==> src/hdl/tdc_pkg.sv <==
// ----------------------------------------------------------------------------
// tdc_pkg: shared types and constants for the time-of-day counter
// Time record, request and settings structs, and the decimal digit split.
// ----------------------------------------------------------------------------
package tdc_pkg;

  // Command codes carried in the request tuser bit
  localparam logic CMD_TICK = 1'b0;
  localparam logic CMD_LOAD = 1'b1;

  // Settings register indexes
  localparam int unsigned CFG_IDX_W = 2;
  localparam logic [CFG_IDX_W-1:0] REG_CLOCK_FORMAT    = 2'd0;
  localparam logic [CFG_IDX_W-1:0] REG_COUNTING_ENABLE = 2'd1;

  // Hour format codes
  localparam logic FMT_12H = 1'b0;
  localparam logic FMT_24H = 1'b1;

  // Counter limits
  localparam logic [5:0] SEC_WRAP       = 6'd60;
  localparam logic [5:0] MIN_WRAP       = 6'd60;
  localparam logic [5:0] HOUR_NOON      = 6'd12;
  localparam logic [5:0] HOUR_WRAP_12   = 6'd13;
  localparam logic [5:0] HOUR_WRAP_24   = 6'd24;
  localparam logic [4:0] MAX_LOAD_HOUR  = 5'd23;
  localparam logic [5:0] MAX_LOAD_MNSC  = 6'd59;

  // Packed widths of the streams
  localparam int unsigned IN_DATA_W  = 24;
  localparam int unsigned OUT_DATA_W = 40;

  // Time held by the counter
  typedef struct packed {
    logic       pm;
    logic [4:0] hr;
    logic [5:0] mn;
    logic [5:0] sc;
  } tod_t;

  // One registered request
  typedef struct packed {
    logic       cmd;
    logic       load_afternoon;
    logic [5:0] load_seconds;
    logic [5:0] load_minutes;
    logic [4:0] load_hours;
  } tdc_item_t;

  // Settings registers
  typedef struct packed {
    logic clock_format;
    logic counting_enabled;
  } tdc_cfg_t;

  // Decimal digits of a value below 60
  typedef struct packed {
    logic [2:0] tens;
    logic [3:0] units;
  } digits_t;

  // Split a value of 0..59 into tens and units by compare ladder
  function automatic digits_t split_digits(input logic [5:0] v);
    digits_t    d;
    logic [5:0] base;
    d.tens = 3'd0;
    base   = 6'd0;
    if (v >= 6'd50) begin
      d.tens = 3'd5;
      base   = 6'd50;
    end else if (v >= 6'd40) begin
      d.tens = 3'd4;
      base   = 6'd40;
    end else if (v >= 6'd30) begin
      d.tens = 3'd3;
      base   = 6'd30;
    end else if (v >= 6'd20) begin
      d.tens = 3'd2;
      base   = 6'd20;
    end else if (v >= 6'd10) begin
      d.tens = 3'd1;
      base   = 6'd10;
    end
    d.units = 4'(v - base);
    return d;
  endfunction

endpackage

==> src/hdl/time_of_day_counter_12_24h.sv <==
// ----------------------------------------------------------------------------
// time_of_day_counter_12_24h: BCD-friendly real-time clock counter
// Seconds/minutes/hours with AM/PM, 12- or 24-hour format, load command.
// ----------------------------------------------------------------------------
// Each request is a one-second tick (tuser = 0) or a load (tuser = 1) and
// produces exactly one result: the time after the request plus its six
// decimal digits. A request is registered on entry; the new time and its
// digits are worked out from the input register and held in the result
// register. A new request is taken every cycle while results are taken.
// The time register is updated as each request leaves the input register,
// so back-to-back requests see each other's effect. Settings (format,
// counting enable) are written through the cfg channel, which is always
// ready, and should only change while idle. Load values above range are
// clamped to 23 h / 59 min / 59 s; the stored hour is not converted when
// the format changes.
// ----------------------------------------------------------------------------
module time_of_day_counter_12_24h (
  input  logic                               clk,
  input  logic                               rst,
  // Request stream
  input  logic                               s_axis_tvalid,
  output logic                               s_axis_tready,
  // [4:0] load_hours, [10:5] load_minutes, [16:11] load_seconds,
  // [17] load_afternoon, [23:18] zero
  input  logic [tdc_pkg::IN_DATA_W-1:0]      s_axis_tdata,
  // [0] command
  input  logic                               s_axis_tuser,
  // Result stream
  output logic                               m_axis_tvalid,
  input  logic                               m_axis_tready,
  // [5:0] seconds, [11:6] minutes, [16:12] hours, [17] afternoon,
  // [20:18] second_tens, [24:21] second_units, [27:25] minute_tens,
  // [31:28] minute_units, [33:32] hour_tens, [37:34] hour_units, [39:38] zero
  output logic [tdc_pkg::OUT_DATA_W-1:0]     m_axis_tdata,
  // Settings write channel
  input  logic                               cfg_valid,
  output logic                               cfg_ready,
  input  logic [tdc_pkg::CFG_IDX_W-1:0]      cfg_index,
  input  logic                               cfg_data
);

  logic                 in_valid;
  tdc_pkg::tdc_item_t   in_item;
  logic                 advance;
  tdc_pkg::tdc_cfg_t    cfg;
  tdc_pkg::tod_t        tod;
  tdc_pkg::tod_t        tod_next;
  tdc_pkg::digits_t     sec_dig;
  tdc_pkg::digits_t     min_dig;
  tdc_pkg::digits_t     hr_dig;

  // Handshake: input stage moves on when the result register is free
  assign advance       = in_valid && (!m_axis_tvalid || m_axis_tready);
  assign s_axis_tready = !in_valid || advance;
  assign cfg_ready     = 1'b1;

  // Settings registers
  always_ff @(posedge clk) begin
    if (rst) begin
      cfg.clock_format     <= tdc_pkg::FMT_24H;
      cfg.counting_enabled <= 1'b1;
    end else if (cfg_valid && cfg_ready) begin
      case (cfg_index)
        tdc_pkg::REG_CLOCK_FORMAT:    cfg.clock_format     <= cfg_data;
        tdc_pkg::REG_COUNTING_ENABLE: cfg.counting_enabled <= cfg_data;
        default: ;
      endcase
    end
  end

  // Input register
  always_ff @(posedge clk) begin
    if (rst) begin
      in_valid <= 1'b0;
    end else if (s_axis_tready) begin
      in_valid <= s_axis_tvalid;
    end
  end

  always_ff @(posedge clk) begin
    if (s_axis_tvalid && s_axis_tready) begin
      in_item.cmd            <= s_axis_tuser;
      in_item.load_hours     <= s_axis_tdata[4:0];
      in_item.load_minutes   <= s_axis_tdata[10:5];
      in_item.load_seconds   <= s_axis_tdata[16:11];
      in_item.load_afternoon <= s_axis_tdata[17];
    end
  end

  // Next-time logic
  tdc_advance u_advance (
    .cur  (tod),
    .item (in_item),
    .cfg  (cfg),
    .nxt  (tod_next)
  );

  // Time register
  always_ff @(posedge clk) begin
    if (rst) begin
      tod <= '0;
    end else if (advance) begin
      tod <= tod_next;
    end
  end

  // Decimal digits of the new time
  assign sec_dig = tdc_pkg::split_digits(tod_next.sc);
  assign min_dig = tdc_pkg::split_digits(tod_next.mn);
  assign hr_dig  = tdc_pkg::split_digits({1'b0, tod_next.hr});

  // Result register
  always_ff @(posedge clk) begin
    if (rst) begin
      m_axis_tvalid <= 1'b0;
    end else if (advance) begin
      m_axis_tvalid <= 1'b1;
    end else if (m_axis_tready) begin
      m_axis_tvalid <= 1'b0;
    end
  end

  always_ff @(posedge clk) begin
    if (advance) begin
      m_axis_tdata <= {2'b00,
                       hr_dig.units, hr_dig.tens[1:0],
                       min_dig.units, min_dig.tens,
                       sec_dig.units, sec_dig.tens,
                       tod_next.pm, tod_next.hr, tod_next.mn, tod_next.sc};
    end
  end

  // Checks
  a_time_in_range: assert property (@(posedge clk) disable iff (rst)
    (tod.sc < tdc_pkg::SEC_WRAP) && (tod.mn < tdc_pkg::MIN_WRAP) &&
    ({1'b0, tod.hr} < tdc_pkg::HOUR_WRAP_24))
    else $error("time register out of range");

  a_sec_digits: assert property (@(posedge clk) disable iff (rst)
    m_axis_tvalid |->
      ({3'd0, m_axis_tdata[20:18]} * 6'd10 + {2'd0, m_axis_tdata[24:21]}
       == m_axis_tdata[5:0]))
    else $error("second digits do not match seconds");

  a_result_matches_time: assert property (@(posedge clk) disable iff (rst)
    advance |=> (m_axis_tdata[17:0] == tod))
    else $error("result does not match time register");

  a_hold_when_idle: assert property (@(posedge clk) disable iff (rst)
    !advance |=> (tod == $past(tod)))
    else $error("time changed without a request");

endmodule

==> src/hdl/tdc_advance.sv <==
// ----------------------------------------------------------------------------
// tdc_advance: next-time logic
// Applies a load or a one-second tick to the current time, with the
// seconds/minutes/hours carry chain and the AM/PM handling for both formats.
// ----------------------------------------------------------------------------
module tdc_advance (
  input  tdc_pkg::tod_t      cur,
  input  tdc_pkg::tdc_item_t item,
  input  tdc_pkg::tdc_cfg_t  cfg,
  output tdc_pkg::tod_t      nxt
);

  logic [5:0]    sec_inc;
  logic [5:0]    min_inc;
  logic [5:0]    hr_inc;
  tdc_pkg::tod_t ticked;
  tdc_pkg::tod_t loaded;

  // Increments of each field
  assign sec_inc = cur.sc + 6'd1;
  assign min_inc = cur.mn + 6'd1;
  assign hr_inc  = {1'b0, cur.hr} + 6'd1;

  // Tick: cascade carries
  always_comb begin
    ticked = cur;
    if (sec_inc >= tdc_pkg::SEC_WRAP) begin
      ticked.sc = 6'd0;
      if (min_inc >= tdc_pkg::MIN_WRAP) begin
        ticked.mn = 6'd0;
        ticked.hr = hr_inc[4:0];
        if (cfg.clock_format == tdc_pkg::FMT_12H) begin
          if (hr_inc == tdc_pkg::HOUR_NOON) begin
            ticked.pm = ~cur.pm;
          end else if (hr_inc >= tdc_pkg::HOUR_WRAP_12) begin
            ticked.hr = 5'd1;
          end
        end else begin
          if (hr_inc == tdc_pkg::HOUR_NOON) begin
            ticked.pm = 1'b1;
          end else if (hr_inc >= tdc_pkg::HOUR_WRAP_24) begin
            ticked.pm = 1'b0;
            ticked.hr = 5'd0;
          end
        end
      end else begin
        ticked.mn = min_inc;
      end
    end else begin
      ticked.sc = sec_inc;
    end
  end

  // Load: clamp values above range
  always_comb begin
    loaded.hr = (item.load_hours > tdc_pkg::MAX_LOAD_HOUR) ? tdc_pkg::MAX_LOAD_HOUR
                                                           : item.load_hours;
    loaded.mn = (item.load_minutes > tdc_pkg::MAX_LOAD_MNSC) ? tdc_pkg::MAX_LOAD_MNSC
                                                             : item.load_minutes;
    loaded.sc = (item.load_seconds > tdc_pkg::MAX_LOAD_MNSC) ? tdc_pkg::MAX_LOAD_MNSC
                                                             : item.load_seconds;
    loaded.pm = item.load_afternoon;
  end

  // Select by command; ticks are ignored while counting is frozen
  always_comb begin
    case (item.cmd)
      tdc_pkg::CMD_LOAD: nxt = loaded;
      tdc_pkg::CMD_TICK: nxt = cfg.counting_enabled ? ticked : cur;
      default:           nxt = cur;
    endcase
  end

endmodule

==> config.mk <==
export PLATFORM = sky130hd
export DESIGN_NAME = time_of_day_counter_12_24h
export DESIGN_NICKNAME = d
export VERILOG_FILES = /design/src/hdl/tdc_pkg.sv /design/src/hdl/time_of_day_counter_12_24h.sv /design/src/hdl/tdc_advance.sv
export SDC_FILE = /design/constraint.sdc
export NUM_CORES = 1
export LEC_CHECK = 0
export BUFFER_PORTS_ARGS = -buffer_cell sky130_fd_sc_hd__buf_2
export CORE_UTILIZATION = 50
export DETAILED_ROUTE_END_ITERATION = 7
export PLACE_DENSITY_LB_ADDON = 0.12
export SYNTH_ARGS = -nofsm -noshare
export SYNTH_HDL_FRONTEND = slang
export SYNTH_SLANG_ARGS = --single-unit
==> constraint.sdc <==
create_clock -name clk -period 5.1 [get_ports clk]
set_input_delay 0.51 -clock clk [delete_from_list [all_inputs] [get_ports clk]]
set_output_delay 0.51 -clock clk [all_outputs]
set_load 0.03 [all_outputs]
==> results.py <==
metrics = {
    "setup_path": {
        "reg2reg_depth": 12,
        "cp.required_ns": 5.19,
        "cp-end-kind": "register",
        "r2r_start": "tod[0]$_SDFFE_PP0P_",
        "crit_type": "register to register",
        "r2r_slack_ns": 0.98,
        "arrival_ns": 4.21,
        "r2r-end": "m_axis_tdata[31]$_DFFE_PP_",
        "cp_max_fo": 10,
        "startpoint_type": "register",
    },
    "cts": {
        "cts_tree": "yes",
        "path_clk_slew_ns": 0.07,
        "cts_made_buffers": 9,
        "postCtsHoldBufs": 0,
        "htreeDepth": 3,
        "cts_buffer_depth": 2,
        "cts.sinks": 76,
        "cts_resized": 0,
        "insertion_delay_ns": 0.34,
        "root_buffer": "clkbuf_8",
        "post_cts.repair.setup_buffers": 0,
    },
    "die": {
        "dieArea_sq_um": 8710,
        "io_pins": 76,
        "coreArea_sq_um": 7890,
        "die_h_microns": 93.3,
        "dieWidth_microns": 93.3,
        "rows": 32,
        "start_util_pct": 52.9,
    },
    "global_route": {
        "grtUsageMet1_pct": 29.0,
        "grt_pass1_vias": 3001,
        "grtUsageTotal_pct": 20.7,
        "grtUsageMet3_pct": 3.25,
        "top_usage_layer": "met2",
        "antenna_found_initial": 0,
        "grt_pass1_wl_microns": 14200,
        "grtUsageMet2_pct": 32.6,
        "grt_overflow": 0,
        "grt_max_degree": 33,
    },
    "route": {
        "firstDrtPassIters": 4,
        "postRouteAntennaNets": 0,
        "dr.first_iter.drc_count": 215,
        "dr_total_vias": 3288,
        "post-route-drc-count": 0,
        "viasPerCell": 5.58,
        "wl_per_cell_microns": 14.0,
        "wl_microns": 8270,
    },
    "synthesis": {
        "synth.top_cells.by_count": "edfxtp_1, nand2_1, nor2_1",
        "syn_area_per_cell_sq_um": 9.81,
        "synth_warnings": 0,
        "synth_edf_count": 54,
        "synthArstFlopShare_pct": 0,
        "yosys-top-cells-area": "edfxtp_1, dfxtp_1, nand2_1, nor2_1, a21oi_1",
        "netlist_area_sq_um": 4170,
        "yosysMostFrequentCell": "edfxtp_1",
        "yosys.area.top_type_share_pct": 38.9,
        "syn_inst": 425,
        "synthFlopType": "edfxtp_1",
        "synth_seq_cells": 76,
        "yosys.cell_types.count": 74,
        "seq_area_frac_synth_pct": 49.5,
        "synth.largest_area_cell": "edfxtp_1",
    },
    "min_path": {
        "worstHoldStart": "s_axis_tdata[11]",
        "hp-class": "input port to register",
        "hold_path_depth": 1,
        "hold_path_end": "in_item[11]$_DFFE_PP_",
    },
    "final_layout": {
        "num_antenna_cells": 0,
        "syn_to_final_growth_pct": 12.8,
        "drive_above_1_share_pct": 20.1,
        "finalNetCount": 526,
        "fillers": 725,
    },
    "timing": {
        "finClkSkew_ns": 0.0142,
        "hold_violations": 0,
        "rsz0062_at_grt": "false",
        "worst-slew-pin-transition_ns": 0.770,
        "slew_headroom_pct": 48.6,
        "max_freq_mhz": 243,
        "period_needed_ns": 4.12,
        "slew_viol_final": 0,
        "setup_viol": 0,
        "setup_ws_ns": 0.982,
        "fin_setup_tns_ns": 0,
        "fin_crit_sh_pct": 80.8,
    },
    "run_status": {
        "outcome": "finished clean",
    },
    "placed_design": {
        "gp_congestion": 0.864,
        "pre_cts_ws_ns": 1.01,
        "dpl.hpwl_microns": 5830,
        "io_buffers": 66,
    },
    "pwr": {
        "p_sw_mw": 0.398,
        "powerDensity_nw_per_um2": 292,
        "swShare_pct": 29.0,
        "seq_power_share_pct": 54.0,
        "power.internal_mw": 0.974,
        "combPwrFrac_pct": 18.3,
        "leakage_nw": 1.86,
        "vdd_drop_max_uv": 148,
        "clkPwrFrac_pct": 27.7,
    },
    "flow_run": {
        "drv_cap": 0,
    },
}
-- per-stage QoR --
step                instances  cell area [sq um]  utilization [%]  total power, mW  hold slack (ns)
finish                    589               4700             59.6             1.37            0.343
detailed placement        573               4540             57.6             1.01            0.503
global placement          573               4540             57.6            0.999            0.498
floorplan                 426               4170                -            0.942            0.479
CTS                       589               4700             59.6             1.38            0.328
global route              589               4700             59.6             1.45            0.320
-- critical path: stages, from the launching register on --
cell and delay [ns]:
dfxtp_1 0.51, ha_1 0.41, nand2_1 0.19, nor4_4 0.45, or2_1 0.36, o21ai_1 0.14, a31oi_2 0.49, nor3_1 0.10
nor4_1 0.37, a311oi_1 0.11, ha_1 0.23, fa_1 0.37, xnor2_1 0.14
-- kinds of logic after synthesis --
logic type	count (synthesis)	synth area share, %
muxes	2	0.510
adders and majority gates	13	4.35
DFF	76	49.5
AOI/OAI and AO/OA	114	19.9
and+or+nand+nor	159	18.8
xor gates and xnor gates	6	1.26
other	2	0.180
buffers and inverters	53	5.55
-- state kept, by name (all words and copies together), names as in the netlist --
name,count
m_axis_tdata,35
in_item,19
tod,18
cfg,2
in_valid,1
m_axis_tvalid,1
-- worst max path at each step --
stage	start	endpoint	cells after the start
4_1_cts	tod[0]$_SDFFE_PP0P_	m_axis_tdata[31]$_DFFE_PP_	12
5_1_grt	tod[0]$_SDFFE_PP0P_	m_axis_tdata[31]$_DFFE_PP_	12
3_5_place_dp	tod[0]$_SDFFE_PP0P_	m_axis_tdata[31]$_DFFE_PP_	12
3_3_place_gp	tod[0]$_SDFFE_PP0P_	m_axis_tdata[31]$_DFFE_PP_	12
6_report	tod[0]$_SDFFE_PP0P_	m_axis_tdata[31]$_DFFE_PP_	12
2_1_floorplan	tod[0]$_SDFFE_PP0P_	m_axis_tdata[37]$_DFFE_PP_	14
-- final cells by class --
| class | count | area (sq um) | area share, % |
|---|---|---|---|
| Clock buffer | 10 | 128 | 2.71 |
| Sequential cell | 76 | 2060 | 43.9 |
| Tap cell | 102 | 128 | 2.71 |
| Timing Repair Buffer | 72 | 375 | 7.99 |
| Clock inverter | 6 | 31.3 | 0.665 |
| Multi-Input combinational cell | 297 | 1880 | 40.0 |
| Inverter | 26 | 97.6 | 2.08 |
-- cell usage in the layout, fill, tap and decap left out, drive strengths merged, types with 5 or more instances in the layout --
cell type	Yosys	final
nand3	10	10
and2	8	8
ha	8	8
and3b	5	5
clkbuf	17	10
o31ai	7	7
clkinv	2	8
o21ai	17	17
nor2	44	44
dfxtp	22	22
nand4	5	5
buf	10	72
nor3	11	11
nand2b	5	5
xnor2	6	6
inv	24	24
nor2b	7	7
a21oi	33	33
edfxtp	54	54
nand2	49	49
-- per-layer routing --
| layer | up-vias | share of wire [%] |
|---|---|---|
| met2 | 96 | 45 |
| met4 | 0 | 1.8 |
| met3 | 14 | 4.3 |
| met5 | - | 0 |
| li1 | 1656 | - |
| met1 | 1522 | 49 |
-- power groups by stage --
stage | combinational (mW) | clock (mW) | sequential (mW)
6_report | 0.251 | 0.380 | 0.741
5_1_grt | 0.280 | 0.421 | 0.746
4_1_cts | 0.252 | 0.392 | 0.741
3_5_place_dp | 0.252 | 0 | 0.754
3_3_place_gp | 0.246 | 0 | 0.753
2_1_floorplan | 0.157 | 0 | 0.785
No activity file was read; power rests on OpenSTA's default activity.
